**config.mk**
```make
export PLATFORM = sky130hd
export DESIGN_NAME = sdti_front
export DESIGN_NICKNAME = d
export VERILOG_FILES = /design/src/rtl/sdti_pkg.sv /design/src/rtl/sdti_front.sv
export SDC_FILE = /design/constraint.sdc
export NUM_CORES = 1
export LEC_CHECK = 0
export BUFFER_PORTS_ARGS = -buffer_cell sky130_fd_sc_hd__buf_2
export CORE_ASPECT_RATIO = 1.5
export CORE_UTILIZATION = 45
export DETAILED_ROUTE_END_ITERATION = 10
export HOLD_SLACK_MARGIN = 0.02
export PLACE_DENSITY_LB_ADDON = 0.05
export SLEW_MARGIN = 25
export SYNTH_ARGS = -nofsm -noshare
export SYNTH_HDL_FRONTEND = slang
export SYNTH_SLANG_ARGS = --single-unit
export TNS_END_PERCENT = 100
```
**constraint.sdc**
```tcl
create_clock -name i_clk -period 8.1 [get_ports i_clk]
set_input_delay 0.405 -clock i_clk [delete_from_list [all_inputs] [get_ports i_clk]]
set_output_delay 0.405 -clock i_clk [all_outputs]
set_load 0.01 [all_outputs]
```
**src/rtl/sdti_pkg.sv**
```systemverilog
// Package for the square-root domain table interpolator.
// Holds widths, table depth, status codes, state types, the queue item struct and the
// arithmetic request and response structs. No dependencies.
package sdti_pkg;

    localparam int TABLE_DEPTH = 256;
    localparam int IDX_W       = $clog2(TABLE_DEPTH);
    localparam int CNT_W       = 9;
    localparam int TIME_W      = 32;
    localparam int POWER_W     = 48;
    localparam int ROOT_W      = 32;
    localparam int PROD_W      = 64;

    // Result status codes
    typedef enum logic [1:0] {
        ST_INTERP = 2'd0,
        ST_LAST   = 2'd1,
        ST_EMPTY  = 2'd2,
        ST_SAT    = 2'd3
    } t_status;

    // One queued transaction, already classified by the front end
    typedef struct packed {
        logic                is_query;
        logic [IDX_W-1:0]    idx;
        logic [TIME_W-1:0]   etime;
        logic [POWER_W-1:0]  epower;
        logic [TIME_W-1:0]   qtime;
    } t_item;

    // Request to the arithmetic unit
    typedef struct packed {
        logic                start;
        logic [POWER_W-1:0]  p0;
        logic [POWER_W-1:0]  p1;
        logic [TIME_W-1:0]   d;
        logic [TIME_W-1:0]   n;
    } t_ar_req;

    // Response from the arithmetic unit
    typedef struct packed {
        logic                done;
        logic                sat;
        logic [POWER_W-1:0]  power;
    } t_ar_rsp;

    typedef enum logic [1:0] {
        B_IDLE,
        B_READ,
        B_CHECK,
        B_MATH
    } t_back_state;

    typedef enum logic [3:0] {
        AR_IDLE,
        AR_SQRT0,
        AR_SQRT1,
        AR_MUL0,
        AR_MUL1,
        AR_SUM,
        AR_DIV,
        AR_SQR,
        AR_RND
    } t_ar_state;

endpackage

```
**src/rtl/sdti_front.sv**
```systemverilog
// Front end: accepts transactions, tags them as load or query, queues them.
// Depends on sdti_pkg.
module sdti_front (
    input  logic                         i_clk,
    input  logic                         i_rst_n,
    input  logic                         i_push,
    input  logic                         i_mode,
    input  logic [sdti_pkg::IDX_W-1:0]   i_entry_index,
    input  logic [sdti_pkg::TIME_W-1:0]  i_entry_time,
    input  logic [sdti_pkg::POWER_W-1:0] i_entry_power,
    input  logic [sdti_pkg::TIME_W-1:0]  i_query_time,
    input  logic                         i_pop,
    output logic                         o_full,
    output logic                         o_nempty,
    output sdti_pkg::t_item              o_head
);

    sdti_pkg::t_item r_q [2];
    logic            r_wp, r_rp;
    logic [1:0]      r_cnt;
    logic            do_push, do_pop;

    assign o_full   = (r_cnt == 2'd2);
    assign o_nempty = (r_cnt != 2'd0);
    assign o_head   = r_q[r_rp];
    assign do_push  = i_push && !o_full;
    assign do_pop   = i_pop && o_nempty;

    // queue pointers and fill count
    always_ff @(posedge i_clk) begin
        if (!i_rst_n) begin
            r_wp  <= 1'b0;
            r_rp  <= 1'b0;
            r_cnt <= 2'd0;
        end else begin
            if (do_push) r_wp <= ~r_wp;
            if (do_pop)  r_rp <= ~r_rp;
            r_cnt <= r_cnt + 2'(do_push) - 2'(do_pop);
        end
    end

    // queue storage, classified on entry
    always_ff @(posedge i_clk) begin
        if (do_push) begin
            r_q[r_wp].is_query <= i_mode;
            r_q[r_wp].idx      <= i_entry_index;
            r_q[r_wp].etime    <= i_entry_time;
            r_q[r_wp].epower   <= i_entry_power;
            r_q[r_wp].qtime    <= i_query_time;
        end
    end

endmodule

```
==> flow_summary_export.csv <==
group,metric,value,unit
hold_path,min_to,"r_q[0][97]",
timing,clock.fmax,314.7,MHz
cells_and_area,syn_to_final_growth,25.23,%
drt,postRouteAntennaNets,0,
cts,clock-root-buffer,"clkbuf_16",
cts,cts_tree,"done",
yosys,synth_top_cell_area_share,80.86,%
pwr,p_leak,4.195,nW
critical_path,rr_worst_depth,3,
global_routing,grt_max_degree,78,
place,io_buffers,247,
timing,setup_viol,0,
global_routing,grt_pass1_vias,4861,
global_routing,antenna_found_initial,2,
global_routing,grt_pass1_wl,25.39,mm
critical_path,required,7700,ps
drt,drt_iter0_drc,205,
die,core,19710,um^2
critical_path,end_kind,"output pin",
pwr,power_per_cell_area,312.8,nW/um^2
cells_and_area,fill_cells,1596,
hold_path,hold_path.class,"input pin to register",
die,fp.dieW,117.4,um
timing,fin_crit_sh,39.24,%
drt,firstDrtPassIters,4,
yosys,syn_inst,402,
cells_and_area,layout-drive-gt1-share,60.65,%
cells_and_area,final_nets,792,
cts,clock_latency,500,ps
cts,clk_pin_slew_worst_paths,70,ps
yosys,ys_ff_latch,247,
timing,drv_slew,0,
die,io_pins,248,
cts,postCtsHoldBufs,0,
global_routing,grtUsageTotal,16.11,%
yosys,yosysWarnings,0,
die,rows,63,
timing,worst_pin_slew,985.7,ps
critical_path,crit_arrival,2770,ps
drt,vias,4570,
critical_path,r2r_start,"r_cnt[0]",
yosys,syn_nets,529,
yosys,netlist_top_cells_area,"edfxtp_1 (81%), mux2_2 (15%), buf_6 (1.1%), dfxtp_1 (1.1%), ha_1 (0.28%)",
drt,wl_per_cell,17.85,um
critical_path,critPathKind,"register to output pin",
cts,h-tree-depth,1,
timing,finClkSkew,9.449,ps
critical_path,worstSetupStartpointType,"register",
drt,detail_route.vias_per_cell,4.846,
timing,rsz0062_at_grt,"false",
yosys,synth_area,8987,um^2
hold_path,hold_depth,1,
cts,clock_sinks,247,
cts,cts_buffers,23,
timing,setup_tns,0,ps
timing,slew_headroom,34.29,%
die,initial_core_util,45.61,%
yosys,avgSynthCellArea,22.36,um^2
timing,post-route-min-period,3178,ps
critical_path,crit_chain,"buf_4 > mux2_2 > buf_2",
critical_path,slowest_stage,"buf_4",
yosys,seq_area_frac_synth,81.97,%
place,place_congestion,0.7626,
yosys,yosysTopAreaCell,"edfxtp_1",
pwr,ir_drop,229.3,uV
place,hpwl,11.08,mm
yosys,ys_types,18,
job,maxCapViolations,0,
cts,cts_buffer_depth,3,
cts,post_cts_buffers,0,
critical_path,path_max_fanout,75,
cells_and_area,fin_util,57.11,%
critical_path,critPathMaxStageDelay,870,ps
drt,drc_errors,0,
die,dieArea,20550,um^2
timing,hold_viol_final,0,
cts,ctsResizeCount,0,
drt,wl,16.83,mm
hold_path,hold_path.startpoint,"i_entry_time[17]",
die,die_h,175.1,um
run_status,outcome,"finished clean",
global_routing,grt.overflow.total,0,
critical_path,regToRegSetupSlack,5520,ps
critical_path,reg2reg_to,"r_q[1][19]",
[Yosys cell counts]
cell type / n
buf_6: 9
xnor2_1: 2
buf_2: 3
xor2_1: 1
dfxtp_1: 5
and2_1: 1
o21a_1: 1
edfxtp_1: 242
or2_2: 1
mux2_2: 121
nor2_1: 4
mux2i_1: 1
buf_4: 1
ha_1: 2
nand2b_1: 2
inv_1: 3
nand2_1: 2
and3_1: 1
[layer usage]
| layer | part of all wire [%] | routed length, um | up-vias | track usage, % |
|---|---|---|---|---|
| met5 | 0 | 0 | - | 0 |
| met4 | 3.0 | 498 | 0 | 6.223 |
| met3 | 7.8 | 1316 | 38 | 4.830 |
| met2 | 53 | 8922 | 165 | 29.31 |
| met1 | 36 | 6096 | 2242 | 17.46 |
| li1 | - | - | 2125 | - |
[layout by cell type (no fill, tap or decap), types with 3 or more instances in the layout]
master	instances
mux2_2	121
clkinvlp_4	4
dfxtp_1	4
buf_4	3
buf_2	247
edfxtp_1	242
clkbuf_16	23
nor2_1	3
clkinv_2	5
inv_1	3
bufinv_16	4
[kinds of logic (layout without fill, tap and decap cells)]
logic type	count (synthesis)	after routing	share of synthesized area (%)
DFF	247	247	81.97
muxes	122	122	15.27
buffers and inverters	16	295	1.504
and+or+nand+nor	11	11	0.5987
xor gates and xnor gates	3	3	0.2924
adders and majority gates	2	2	0.2784
AOI/OAI and AO/OA	1	1	0.08356
other	0	2	0
[power breakdown]
part / switching, mW / internal [mW]
Combinational: 0.397 / 0.354
Sequential: 0.0680 / 1.61
Clock: 0.445 / 0.650
[critical path: cells and delay by family, from the launching register on]
| family | cells | cell delay (ps) |
|---|---|---|
| flops | 1 | 760 |
| mux | 1 | 430 |
| buf+inv | 2 | 1010 |
[registers in the layout, summed over array words and instances (netlist names), named ones only]
signal  cells
r_cnt       2
r_q       242
r_rp        1
r_wp        1
[final cells by class]
| class | count | area, um^2 | share of cell area, % |
|---|---|---|---|
| sequential | 247 | 7371 | 65.49 |
| multi-input combinational | 139 | 1498 | 13.31 |
| timing repair buffer | 251 | 1270 | 11.28 |
| clock buffer | 25 | 583.1 | 5.181 |
| tap | 260 | 325.3 | 2.891 |
| clock inverter | 16 | 191.4 | 1.701 |
| inverter | 3 | 11.26 | 0.1001 |
| antenna | 2 | 5.005 | 0.04447 |
[per-stage QoR]
| step | power [mW] | cells | hold WS [ps] | worst slack (ps) | instance area, um^2 |
|---|---|---|---|---|---|
| final | 3.521 | 943 | 90.81 | 4922 | 11250 |
| after global routing | 3.674 | 943 | 72.55 | 4737 | 11250 |
| after CTS | 3.575 | 941 | 69.25 | 4809 | 11250 |
| after detailed placement | 2.470 | 900 | 512.2 | 5381 | 10470 |
| after global placement | 2.460 | 900 | 495.7 | 5380 | 10470 |
| after floorplan | 2.205 | 402 | 454.9 | 1888 | 8987 |
[how the worst max path moves through the flow]
stage | to | start | slack (ps)
floorplan | r_q[0][0] | r_cnt[0] | 1890
global placement | o_head[98] | register | 5380
detailed placement | o_head[101] | register | 5380
CTS | o_head[98] | register | 4810
global route | o_head[98] | register | 4740
finish | o_head[101] | register | 4920
Power figures use the tool's default switching activity.
